===== src/design/olrm_pkg.sv =====
`timescale 1ns / 1ps

package olrm_pkg;

  localparam int DATA_W    = 32;
  localparam int CMD_W     = 2;
  localparam int MODE_W    = 2;
  localparam int STATUS_W  = 2;
  localparam int DEPTH_DEF = 16;
  localparam int CNT_W_DEF = $clog2(DEPTH_DEF + 1);

  localparam logic [CMD_W-1:0] CMD_INSERT = 2'd0;
  localparam logic [CMD_W-1:0] CMD_POP    = 2'd1;
  localparam logic [CMD_W-1:0] CMD_EXISTS = 2'd2;
  localparam logic [CMD_W-1:0] CMD_REMOVE = 2'd3;

  localparam logic [MODE_W-1:0] MODE_LT = 2'd0;
  localparam logic [MODE_W-1:0] MODE_EQ = 2'd1;
  localparam logic [MODE_W-1:0] MODE_GT = 2'd2;

  localparam logic [STATUS_W-1:0] STATUS_OK    = 2'd0;
  localparam logic [STATUS_W-1:0] STATUS_EMPTY = 2'd1;
  localparam logic [STATUS_W-1:0] STATUS_FULL  = 2'd2;

  typedef logic signed [DATA_W-1:0] data_t;

  // broadcast to every cell; enables are already qualified by the transaction
  typedef struct packed {
    logic [CMD_W-1:0]  cmd;
    data_t             operand;
    logic [MODE_W-1:0] mode;
    logic              ins_en;
    logic              pop_en;
    logic              rm_en;
  } cell_ctrl_t;

endpackage


===== src/design/olrm_in_if.sv =====
`timescale 1ns / 1ps

interface olrm_in_if;
  import olrm_pkg::*;

  logic              valid;
  logic              ready;
  logic [CMD_W-1:0]  command;
  data_t             operand_value;
  logic [MODE_W-1:0] compare_mode;

  modport source (output valid, command, operand_value, compare_mode, input ready);
  modport sink   (input valid, command, operand_value, compare_mode, output ready);
endinterface


===== src/design/olrm_out_if.sv =====
`timescale 1ns / 1ps

interface olrm_out_if #(
  parameter int CNT_W = olrm_pkg::CNT_W_DEF
);
  import olrm_pkg::*;

  logic                valid;
  logic                ready;
  logic [STATUS_W-1:0] status;
  logic                hit;
  data_t               out_value;
  logic [CNT_W-1:0]    entry_count;
  logic                is_empty;

  modport source (output valid, status, hit, out_value, entry_count, is_empty,
                  input ready);
  modport sink   (input valid, status, hit, out_value, entry_count, is_empty,
                  output ready);
endinterface


===== src/design/olrm_cell.sv =====
`timescale 1ns / 1ps

module olrm_cell (
  input  logic               clk,
  input  olrm_pkg::cell_ctrl_t ctrl,
  input  logic               valid_in,
  input  logic               before_in,
  input  olrm_pkg::data_t    left_value,
  input  olrm_pkg::data_t    right_value,
  output olrm_pkg::data_t    value,
  output logic               match,
  output olrm_pkg::data_t    sel_value
);
  import olrm_pkg::*;

  data_t value_r;
  data_t value_nxt;
  logic  cond;
  logic  take;

  always_comb begin
    case (ctrl.cmd)
      CMD_EXISTS: cond = (value_r == ctrl.operand);
      CMD_REMOVE: begin
        case (ctrl.mode)
          MODE_LT: cond = (value_r < ctrl.operand);
          MODE_EQ: cond = (value_r == ctrl.operand);
          MODE_GT: cond = (value_r > ctrl.operand);
          default: cond = 1'b0;
        endcase
      end
      default:    cond = 1'b0;
    endcase
  end

  assign match     = valid_in & cond;
  assign sel_value = (match & ~before_in) ? value_r : '0;
  // cells from the first match onward pull from the tail side
  assign take      = ctrl.pop_en | (ctrl.rm_en & (before_in | match));

  always_comb begin
    if (ctrl.ins_en) begin
      value_nxt = left_value;
    end else if (take) begin
      value_nxt = right_value;
    end else begin
      value_nxt = value_r;
    end
  end

  always_ff @(posedge clk) begin
    value_r <= value_nxt;
  end

  assign value = value_r;

endmodule


===== src/design/ordered_list_with_conditional_remove.sv =====
`timescale 1ns / 1ps
// channel  | direction | payload
// in_ch    | sink      | command, operand_value, compare_mode
// out_ch   | source    | status, hit, out_value, entry_count, is_empty
//
// One transaction per cycle while out_ch does not stall; its result is registered and shown the cycle after acceptance.
// The path is the per-cell 32-bit compare, a log2(DEPTH)-level prefix OR over the
// cells and the one-hot gather of the removed value.
// Reset clears the entry count and the result valid flag; cell contents are not reset.
// in_ch.ready is high while the result register is empty or being taken.

module ordered_list_with_conditional_remove #(
  parameter int DEPTH = olrm_pkg::DEPTH_DEF,
  parameter int CNT_W = $clog2(DEPTH + 1)
) (
  input  logic             clk,
  input  logic             rst_n,
  olrm_in_if.sink          in_ch,
  olrm_out_if.source       out_ch
);
  import olrm_pkg::*;

  localparam int LVL = $clog2(DEPTH);

  logic [CNT_W-1:0]    count_r;
  logic [CNT_W-1:0]    count_nxt;
  logic                out_valid_r;
  logic [STATUS_W-1:0] status_r;
  logic [STATUS_W-1:0] status_nxt;
  logic                hit_r;
  logic                hit_nxt;
  data_t               value_r;
  data_t               value_nxt;
  logic [CNT_W-1:0]    cnt_out_r;

  logic                fire;
  logic                full;
  logic                empty;
  logic                any_match;
  cell_ctrl_t          ctrl;
  logic [DEPTH-1:0]    cell_valid;
  logic [DEPTH-1:0]    match_v;
  logic [DEPTH-1:0]    before_v;
  logic [DEPTH-1:0]    pfx [LVL+1];
  data_t               values    [DEPTH];
  data_t               sel_vals  [DEPTH];
  data_t               rm_value;

  assign in_ch.ready = ~out_valid_r | out_ch.ready;
  assign fire        = in_ch.valid & in_ch.ready;
  assign full        = (count_r == CNT_W'(DEPTH));
  assign empty       = (count_r == '0);

  always_comb begin
    ctrl.cmd     = in_ch.command;
    ctrl.operand = in_ch.operand_value;
    ctrl.mode    = in_ch.compare_mode;
    ctrl.ins_en  = fire & (in_ch.command == CMD_INSERT) & ~full;
    ctrl.pop_en  = fire & (in_ch.command == CMD_POP) & ~empty;
    ctrl.rm_en   = fire & (in_ch.command == CMD_REMOVE);
  end

  for (genvar g = 0; g < DEPTH; g++) begin : g_cell
    data_t left_v;
    data_t right_v;

    assign cell_valid[g] = (CNT_W'(g) < count_r);

    if (g == 0) begin : g_head
      assign left_v      = in_ch.operand_value;
      assign before_v[g] = 1'b0;
    end else begin : g_body
      assign left_v      = values[g-1];
      assign before_v[g] = pfx[LVL][g-1];
    end

    if (g == DEPTH - 1) begin : g_tail
      assign right_v = values[g];
    end else begin : g_inner
      assign right_v = values[g+1];
    end

    olrm_cell u_cell (
      .clk         (clk),
      .ctrl        (ctrl),
      .valid_in    (cell_valid[g]),
      .before_in   (before_v[g]),
      .left_value  (left_v),
      .right_value (right_v),
      .value       (values[g]),
      .match       (match_v[g]),
      .sel_value   (sel_vals[g])
    );
  end

  // log-depth inclusive prefix OR of the match flags
  always_comb begin
    pfx[0] = match_v;
    for (int k = 0; k < LVL; k++) begin
      for (int i = 0; i < DEPTH; i++) begin
        if (i >= (1 << k)) begin
          pfx[k+1][i] = pfx[k][i] | pfx[k][i-(1<<k)];
        end else begin
          pfx[k+1][i] = pfx[k][i];
        end
      end
    end
  end

  always_comb begin
    rm_value = '0;
    for (int i = 0; i < DEPTH; i++) begin
      rm_value = rm_value | sel_vals[i];
    end
  end

  assign any_match = |match_v;

  always_comb begin
    status_nxt = STATUS_OK;
    hit_nxt    = 1'b0;
    value_nxt  = '0;
    count_nxt  = count_r;
    case (in_ch.command)
      CMD_INSERT: begin
        if (full) begin
          status_nxt = STATUS_FULL;
        end else begin
          count_nxt = count_r + 1'b1;
        end
      end
      CMD_POP: begin
        if (empty) begin
          status_nxt = STATUS_EMPTY;
        end else begin
          hit_nxt   = 1'b1;
          value_nxt = values[0];
          count_nxt = count_r - 1'b1;
        end
      end
      CMD_EXISTS: begin
        hit_nxt = any_match;
      end
      CMD_REMOVE: begin
        hit_nxt = any_match;
        if (any_match) begin
          value_nxt = rm_value;
          count_nxt = count_r - 1'b1;
        end
      end
      default: begin
        status_nxt = STATUS_OK;
      end
    endcase
  end

  always_ff @(posedge clk) begin
    if (!rst_n) begin
      count_r     <= '0;
      out_valid_r <= 1'b0;
    end else if (fire) begin
      count_r     <= count_nxt;
      out_valid_r <= 1'b1;
    end else if (out_ch.ready) begin
      out_valid_r <= 1'b0;
    end
  end

  always_ff @(posedge clk) begin
    if (fire) begin
      status_r  <= status_nxt;
      hit_r     <= hit_nxt;
      value_r   <= value_nxt;
      cnt_out_r <= count_nxt;
    end
  end

  assign out_ch.valid       = out_valid_r;
  assign out_ch.status      = status_r;
  assign out_ch.hit         = hit_r;
  assign out_ch.out_value   = value_r;
  assign out_ch.entry_count = cnt_out_r;
  assign out_ch.is_empty    = (cnt_out_r == '0);

  a_count_bound: assert property (@(posedge clk) disable iff (!rst_n)
    count_r <= CNT_W'(DEPTH))
    else $error("entry count above depth");

  a_insert_grows: assert property (@(posedge clk) disable iff (!rst_n)
    fire && in_ch.command == CMD_INSERT && !full |=>
      count_r == CNT_W'($past(count_r) + 1'b1))
    else $error("insert did not grow the list");

  a_fail_no_hit: assert property (@(posedge clk) disable iff (!rst_n)
    out_valid_r && status_r != STATUS_OK |-> !hit_r && value_r == '0)
    else $error("rejected transaction reports a hit");

  a_result_count: assert property (@(posedge clk) disable iff (!rst_n)
    fire |=> out_valid_r && cnt_out_r == count_r)
    else $error("result count differs from list count");

endmodule


===== src/flat_wrapper.sv =====
// flat-port wrapper written by rule: the top's interface ports become plain ports
module ordered_list_with_conditional_remove_flat import olrm_pkg::*;
#(
  parameter int DEPTH = olrm_pkg::DEPTH_DEF,
  parameter int CNT_W = $clog2(DEPTH + 1)
)
  (clk, rst_n, in_ch_valid, in_ch_command, in_ch_operand_value, in_ch_compare_mode, in_ch_ready, out_ch_valid, out_ch_status, out_ch_hit, out_ch_out_value, out_ch_entry_count, out_ch_is_empty, out_ch_ready);
  olrm_in_if in_ch_i ();
  olrm_out_if #(.CNT_W(CNT_W)) out_ch_i ();
  input  logic clk;
  input  logic rst_n;
  input wire logic [$bits(in_ch_i.valid)-1:0] in_ch_valid;
  input wire logic [$bits(in_ch_i.command)-1:0] in_ch_command;
  input wire logic [$bits(in_ch_i.operand_value)-1:0] in_ch_operand_value;
  input wire logic [$bits(in_ch_i.compare_mode)-1:0] in_ch_compare_mode;
  output wire logic [$bits(in_ch_i.ready)-1:0] in_ch_ready;
  output wire logic [$bits(out_ch_i.valid)-1:0] out_ch_valid;
  output wire logic [$bits(out_ch_i.status)-1:0] out_ch_status;
  output wire logic [$bits(out_ch_i.hit)-1:0] out_ch_hit;
  output wire logic [$bits(out_ch_i.out_value)-1:0] out_ch_out_value;
  output wire logic [$bits(out_ch_i.entry_count)-1:0] out_ch_entry_count;
  output wire logic [$bits(out_ch_i.is_empty)-1:0] out_ch_is_empty;
  input wire logic [$bits(out_ch_i.ready)-1:0] out_ch_ready;
  assign in_ch_i.valid = in_ch_valid;
  assign in_ch_i.command = in_ch_command;
  assign in_ch_i.operand_value = in_ch_operand_value;
  assign in_ch_i.compare_mode = in_ch_compare_mode;
  assign in_ch_ready = in_ch_i.ready;
  assign out_ch_valid = out_ch_i.valid;
  assign out_ch_status = out_ch_i.status;
  assign out_ch_hit = out_ch_i.hit;
  assign out_ch_out_value = out_ch_i.out_value;
  assign out_ch_entry_count = out_ch_i.entry_count;
  assign out_ch_is_empty = out_ch_i.is_empty;
  assign out_ch_i.ready = out_ch_ready;
  ordered_list_with_conditional_remove #(.DEPTH(DEPTH), .CNT_W(CNT_W)) u_core (.clk(clk), .rst_n(rst_n), .in_ch(in_ch_i), .out_ch(out_ch_i));
endmodule

===== config.mk =====
export PLATFORM = sky130hd
export DESIGN_NAME = ordered_list_with_conditional_remove_flat
export DESIGN_NICKNAME = d
export VERILOG_FILES = /design/src/design/olrm_pkg.sv /design/src/design/olrm_in_if.sv /design/src/design/olrm_out_if.sv /design/src/design/olrm_cell.sv /design/src/design/ordered_list_with_conditional_remove.sv /design/src/flat_wrapper.sv
export SDC_FILE = /design/constraint.sdc
export NUM_CORES = 2
export LEC_CHECK = 0
export ABC_AREA = 1
export BUFFER_PORTS_ARGS = -buffer_cell sky130_fd_sc_hd__buf_2
export CELL_PAD_IN_SITES_DETAIL_PLACEMENT = 1
export CELL_PAD_IN_SITES_GLOBAL_PLACEMENT = 1
export CORE_ASPECT_RATIO = 1.2
export CORE_MARGIN = 2
export CORE_UTILIZATION = 49
export CTS_BUF_LIST = sky130_fd_sc_hd__clkbuf_16
export DETAILED_ROUTE_END_ITERATION = 16
export PLACE_DENSITY_LB_ADDON = 0.3
export SKIP_CTS_REPAIR_TIMING = 1
export SYNTH_ARGS = -nofsm -noshare
export SYNTH_HDL_FRONTEND = slang
export SYNTH_SLANG_ARGS = --single-unit

===== constraint.sdc =====
create_clock -name clk -period 7.3 [get_ports clk]
set_input_delay 1.46 -clock clk [delete_from_list [all_inputs] [get_ports clk]]
set_output_delay 1.46 -clock clk [all_outputs]
set_load 0.02 [all_outputs]

* After elaboration in Yosys (flattened, before gate mapping)
Index checks and enable logic that the tools add are counted.
** Storage, ports and cells
- Flip-flop bits (word level) :: 558
- Bits in latches :: 0
- Bits in writable memories :: 0
- ROM bits :: 0
- Input bits :: 40
- Logic and storage cells :: 367
- Memories :: 0
** Cells by class
- Add/subtract/negate cells :: 2
- Multipliers :: 0
- Divide/modulo/power cells :: 0
- Magnitude comparators :: 48
- Equal/unequal tests :: 22
- Shifts and indexed selects :: 0
- Muxes and demuxes :: 92
- Bitwise operators :: 159
- Reduce and logical (&&, ||, !) cells :: 22
** Operators with widths (count)
- $mux W32 :: 48
- $eq A32 B32 Y1 :: 16
- $gt A32 B32 Y1 :: 16
- $lt A32 B32 Y1 :: 16
- $or A32 B32 Y32 :: 15
- $or A1 B1 Y1 :: 74
- $pmux W32 S2 :: 1
- $and A1 B1 Y1 :: 52
- $pmux W1 S3 :: 16
- $lt A4 B5 Y1 const A :: 8
- $pmux W1 S2 :: 17
- $reduce_bool A2 Y1 :: 16
- $lt A3 B5 Y1 const A :: 4
- $not A1 Y1 :: 18
- $reduce_or A16 Y1 :: 1
- $mux W5 :: 3
- $pmux W5 S3 :: 1
- $logic_not A5 Y1 :: 2
- $lt A1 B5 Y1 const A :: 2
- $lt A2 B5 Y1 const A :: 2
- $eq A2 B2 Y1 const B :: 3
- $add A5 B1 Y5 const B :: 1
- $eq A5 B5 Y1 const B :: 1
- $sub A5 B1 Y5 const B :: 1
- 6 further kinds :: 11

* Depth between registers and ports, before layout
- Depth in word-level cells :: 24
- Depth in mapped cells :: 32

* By module
Synthesis repeated with hierarchy kept, for this count alone.
** Unflattened totals
- Cells, all modules :: 5359
- Area, all modules :: 46883.7 um^2
** Modules (own cells, without submodules)
- olrm_cell :: times used 16, cells each 305, area each 2702.6 um^2, sequential area each 960.9 um^2
- ordered_list_with_conditional_remove :: times used 1, cells each 479, area each 3642.2 um^2, sequential area each 1321.3 um^2

* Least setup slack after synthesis
No wires, ideal clock.
- Kind :: input -> register
- Start point :: input in_ch_operand_value[31]
- End point :: register u_core.g_cell[4].u_cell.value_r[0] (enable)
- Setup time :: 466 ps
- Arrival time :: 6000 ps
- Data required time :: 6834 ps
- Slack :: 835 ps
- Stages :: 19
- Buffers on the path :: 1
- Cell sequence :: inv_1 > ha_1 > a21oi_1 > o21a_1 > nand2_1 > a21oi_1 > nand2_1 > nand2_1 > nand3_1 > nand3_1 > nand2_1 > nand2_1 > nand2_2 > nand2_4 > nor2_8 > nand2_2 > clkinv_1 > buf_2 > o21ai_0
** On the way
- Cells in the longest elaborated chain, start to end :: 10
** Ends and longest elaborated chain
- from (decl) :: RTL line flat_wrapper.sv:14 : input wire logic [$bits(in_ch_i.operand_value)-1:0] in_ch_operand_value;
- $gt A32 B32 Y1 (tied with other cells) :: RTL line olrm_cell.sv:28 : MODE_GT: cond = (value_r > ctrl.operand);
- $pmux W1 S3 :: RTL line olrm_cell.sv:25 : case (ctrl.mode)
- $pmux W1 S2 :: RTL line olrm_cell.sv:22 : case (ctrl.cmd)
- $and A1 B1 Y1 :: RTL line olrm_cell.sv:36 : assign match = valid_in & cond;
- $or A1 B1 Y1 (2 in a row) :: RTL line ordered_list_with_conditional_remove.sv:102 : pfx[k+1][i] = pfx[k][i] | pfx[k][i-(1<<k)];
- $or A1 B1 Y1 (*) :: RTL line olrm_cell.sv:39 : assign take = ctrl.pop_en | (ctrl.rm_en & (before_in | match));
- $and A1 B1 Y1 (*) :: RTL line olrm_cell.sv:39
- $or A1 B1 Y1 (*) :: RTL line olrm_cell.sv:39
- $reduce_bool A2 Y1 (no source line) (*)
- to (signal assigned) :: RTL line olrm_cell.sv:52 : value_r <= value_nxt;
- to (decl) :: RTL line olrm_cell.sv:16 : data_t value_r;
Mark *: on every way between the ends. The rest lies on a longest branch, timed or not.
A chain may end at the register's enable or synchronous reset.

* Final worst setup path
- Start point :: input in_ch_operand_value[1]
- End point :: register u_core.value_r[26] (netlist: u_core.out_ch.out_value[26]) (data pin)
** On the way
- Cells in the longest elaborated chain, start to end :: 24
** Ends and longest elaborated chain
- $gt A32 B32 Y1 (tied with other cells) :: RTL line olrm_cell.sv:28
- $pmux W1 S3 :: RTL line olrm_cell.sv:25
- $pmux W1 S2 :: RTL line olrm_cell.sv:22
- $and A1 B1 Y1 :: RTL line olrm_cell.sv:36
- $not A1 Y1 / $or A1 B1 Y1 (equally long branches) :: RTL line olrm_cell.sv:37, ordered_list_with_conditional_remove.sv:102
- $and A1 B1 Y1 (tied with other cells) :: RTL line olrm_cell.sv:37 : assign sel_value = (match & ~before_in) ? value_r : '0;
- $mux W32 (tied with other cells) :: RTL line olrm_cell.sv:37
- $or A32 B32 Y32 (tied with other cells) :: RTL line ordered_list_with_conditional_remove.sv:113 : rm_value = rm_value | sel_vals[i];
- $or A32 B32 Y32 / $mux W32 (equally long branches) :: RTL line ordered_list_with_conditional_remove.sv:113, olrm_cell.sv:37
- $or A32 B32 Y32 (13 in a row) :: RTL line ordered_list_with_conditional_remove.sv:113
- $mux W32 (*) :: RTL line ordered_list_with_conditional_remove.sv:146 : if (any_match) begin
- $pmux W32 S2 (*) :: RTL line ordered_list_with_conditional_remove.sv:124 : case (in_ch.command)
- named net u_core.value_nxt[26] :: RTL line ordered_list_with_conditional_remove.sv:33 : data_t value_nxt;
- to (signal assigned) :: RTL line ordered_list_with_conditional_remove.sv:173 : value_r <= value_nxt;
- to (decl) :: RTL line ordered_list_with_conditional_remove.sv:32 : data_t value_r;
The timed path passes the listed nets; every way through them passes the cells marked *.

==> metrics.txt <==
result of the run finished clean; endpoint of the worst hold path u_core.g_cell[15].u_cell.value[0]; proportion of layout cells with a drive suffix above 1 0.0651; number of nets in the final layout roughly 5,900; crit path capture type flip-flop; Placed Cells incl. Taps around 6,400; PD cells around 210 nW/um^2; syn avg cell area 7.83 sq um; highest cell delay on the worst timing path 710 ps; Worst Path Buf+Inv 3; Peak VDD IR roughly 180 uV; ports placed on the boundary 83; required time of the worst setup path around 7800 ps; starting density of the core 0.494; dominant combinational cell family by area after synthesis simple AND/OR/NAND/NOR gates; met2 WL around 74,000 microns; Sum Neg Setup Slack 0 ps; Util after Layout 0.542; post-route design area 45,100 sq um; Floorplan Core Area 83,300 sq um; reg2reg start u_core.g_cell[0].u_cell.value[13]; post-synthesis to final-layout area growth 9.80%; synth warn 0; number of inserted filler cells in the final layout around 10,000; DIE HEIGHT between 300 and 400 microns; fraction of the cycle the final worst path needs 0.830; maximum achievable frequency 165 MHz; overall power of the completed layout about 9.6 mW; detailed-routing wirelength on met1 between 60,000 and 70,000 microns; Placement Setup Slack ~800 ps; cell area after synthesis about 41,000 sq um; mux cell area share after synthesis 0; Hold/Removal Path Class flip-flop to flip-flop; CTS tree built; post-synth top area share 0.403; count of maximum capacitance violations 0; number of library cell types mapped by synthesis between 40 and 50; number of instances on the worst hold path 0; final std cells w/o fill approximately 6,500; worst rel slew slack 0.255; Final Max Slew Viols 0; endpoint arrival time on the critical path 6560 ps; via count about 40,000; Adder-Cell Fraction of Synth Area 0.157; library cell contributing the largest single delay on the critical path sky130_fd_sc_hd__nor2_4; compound-cell area share of the yosys netlist 0.0844; DRT iter0 DRCs 4,834; vias per cell approximately 6.2; type of the worst setup path input pin to flip-flop; total die area between 80,000 and 90,000 sq um; Clock Sink Count between 500 and 600; CP delay by family, top simple AND/OR/NAND/NOR gates; routed wl met3 between 15,000 and 20,000 microns; setup repair after global routing missed its margin no; CP most frequent cell sky130_fd_sc_hd__nand2_1; setup slack of the most critical reg-to-reg path around 2100 ps; clock network latency to the later pin of the worst-skew pair ~650 ps; endpoint of the worst register-to-register path u_core.out_ch.out_value[26]; global-route total usage across every layer 0.384; buffers from clock root to sink, at most 3; clock transition at the register clock pins on the worst setup and hold paths after CTS about 60 ps; final setup margin roughly 1200 ps; clock root buffer master sky130_fd_sc_hd__clkbuf_16; top sig layer met5; DIE WIDTH around 270 microns; Seq/Total Area, Yosys 0.406; total area of sequential cells about 17,000 sq um; remaining number of nets flagged by the antenna check after routing 0; post-route minimum period approximately 6100 ps; number of endpoints with negative hold slack in the final report 0; initial antenna violation count 4; final setup fails 0; Inserted Clock Buffers 67; xor and xnor area share after synthesis 0.000639; final hold slack between 400 and 500 ps; Net Count, Synth between 5,000 and 6,000; vias in the first global route about 40,000; worst slew pin tran about 1100 ps; first-pass iteration count of the detailed router 6; Simple-Gate Fraction of Synth Area 0.295; # H-tree levels 3; gpl congestion 0.958; r2r worst-path depth 21; startpoint type of the worst setup path input pin; count of input and output buffers between 80 and 90; Residual DRC 0; Static Leak roughly 21 nW; main area contributors after synthesis sky130_fd_sc_hd__edfxtp_1 40%, sky130_fd_sc_hd__nand2_1 18%, sky130_fd_sc_hd__ha_1 16%, sky130_fd_sc_hd__nand3_1 4.7%, sky130_fd_sc_hd__o21ai_0 4.0%; global route total overflow 0; area taken by multi-input logic gates 22,200 sq um; Worst Clk Skew around 24 ps; DPL Wire Length approximately 130,000 microns; wire length of the first global-routing pass ~250,000 microns; library cell with the largest summed area after synthesis sky130_fd_sc_hd__edfxtp_1; source of the worst hold timing path u_core.g_cell[14].u_cell.value[0]; wirelength, routed ~170,000 microns; Cell Area, Placed between 40,000 and 50,000 sq um; average wire per cell in the routed design about 26 microns; post-synthesis instance total 5,251; Critical Path Fanout Max 24; FF+latch count, synth 558; Rows approximately 120; pin count of the biggest net entering global routing just under 200
[per-layer routing]
layer	global-route usage	up-vias
met5	0	-
met4	0.185	4
met1	0.526	19600
met3	0.0627	398
met2	0.589	2136
li1	-	17900
[power by group]
part	total, mW	switching (mW)	internal [mW]
clock network	3.45	1.48	1.96
registers	4.16	0.295	3.86
logic	2.00	1.41	0.587
total	9.60	3.19	6.41
[logic make-up after synthesis]
| group | count (synthesis) |
|---|---|
| buffers and inverters | 591 |
| xor gates and xnor gates | 3 |
| adders and majority gates | 515 |
| DFF | 558 |
| and+or+nand+nor | 2925 |
| AOI/OAI and AO/OA | 659 |
[synthesized netlist by cell type (all sizes together)]
master and number:
a211oi 1, a21boi 1, a21o 9, a21oi 252, a311oi 1, a31oi 2
a41oi 3, and2 2, and2b 2, and3 4, buf 66, clkbuf 127
clkinv 7, dfxtp 6, dlygate4sd1 1, edfxtp 552, ha 515, inv 390
nand2 1983, nand3 382, nand3b 4, nand4 126, nor2 380, nor3 30
nor3b 3, nor4 7, nor4b 1, o211ai 8, o21a 30, o21ai 339
o21bai 13, or4 1, xnor2 1, xor2 2
[final cells by class]
cell class              count  area share
clock inverters            49     0.00829
repair buffers            188      0.0273
flip-flops and latches    558       0.370
inverters                 397      0.0332
multi-input cells        4102       0.491
clock buffers              71      0.0394
well taps                1121      0.0311
diodes                      1   0.0000554
[registers in the layout, indices dropped and copies added, names as in the netlist]
register                    count
u_core.out_ch.entry_count       5
u_core.out_ch.hit               1
u_core.count_r                  5
u_core.out_ch.out_value        32
u_core.g_cell.u_cell.value    512
u_core.out_ch.status            2
u_core.out_ch.valid             1
[cell usage in the layout (no fill, tap or decap), drive strengths merged, types with 2 or more instances in the layout]
master	n
nand2	1983
edfxtp	552
ha	515
inv	404
nand3	382
nor2	380
o21ai	339
a21oi	252
buf	188
nand4	126
clkbuf	71
clkinv	33
o21a	30
nor3	30
o21bai	13
a21o	9
o211ai	8
nor4	7
bufinv	6
dfxtp	6
and3	4
nand3b	4
a41oi	3
clkinvlp	3
nor3b	3
and2b	2
and2	2
a31oi	2
xor2	2
[worst max-delay path by stage]
stage / from / end / slack (ps) / cells past startpoint
2_1_floorplan: in_ch_operand_value[31] / u_core.g_cell[4].u_cell.value[0] / 830 / 19
3_3_place_gp: in_ch_operand_value[1] / u_core.out_ch.out_value[26] / 930 / 31
3_5_place_dp: in_ch_operand_value[1] / u_core.out_ch.out_value[26] / 800 / 31
4_1_cts: in_ch_operand_value[1] / u_core.out_ch.out_value[26] / 1420 / 31
5_1_grt: in_ch_operand_value[1] / u_core.out_ch.out_value[26] / 1070 / 31
6_report: in_ch_operand_value[1] / u_core.out_ch.out_value[26] / 1240 / 31
Power figures use the tool's default switching activity.
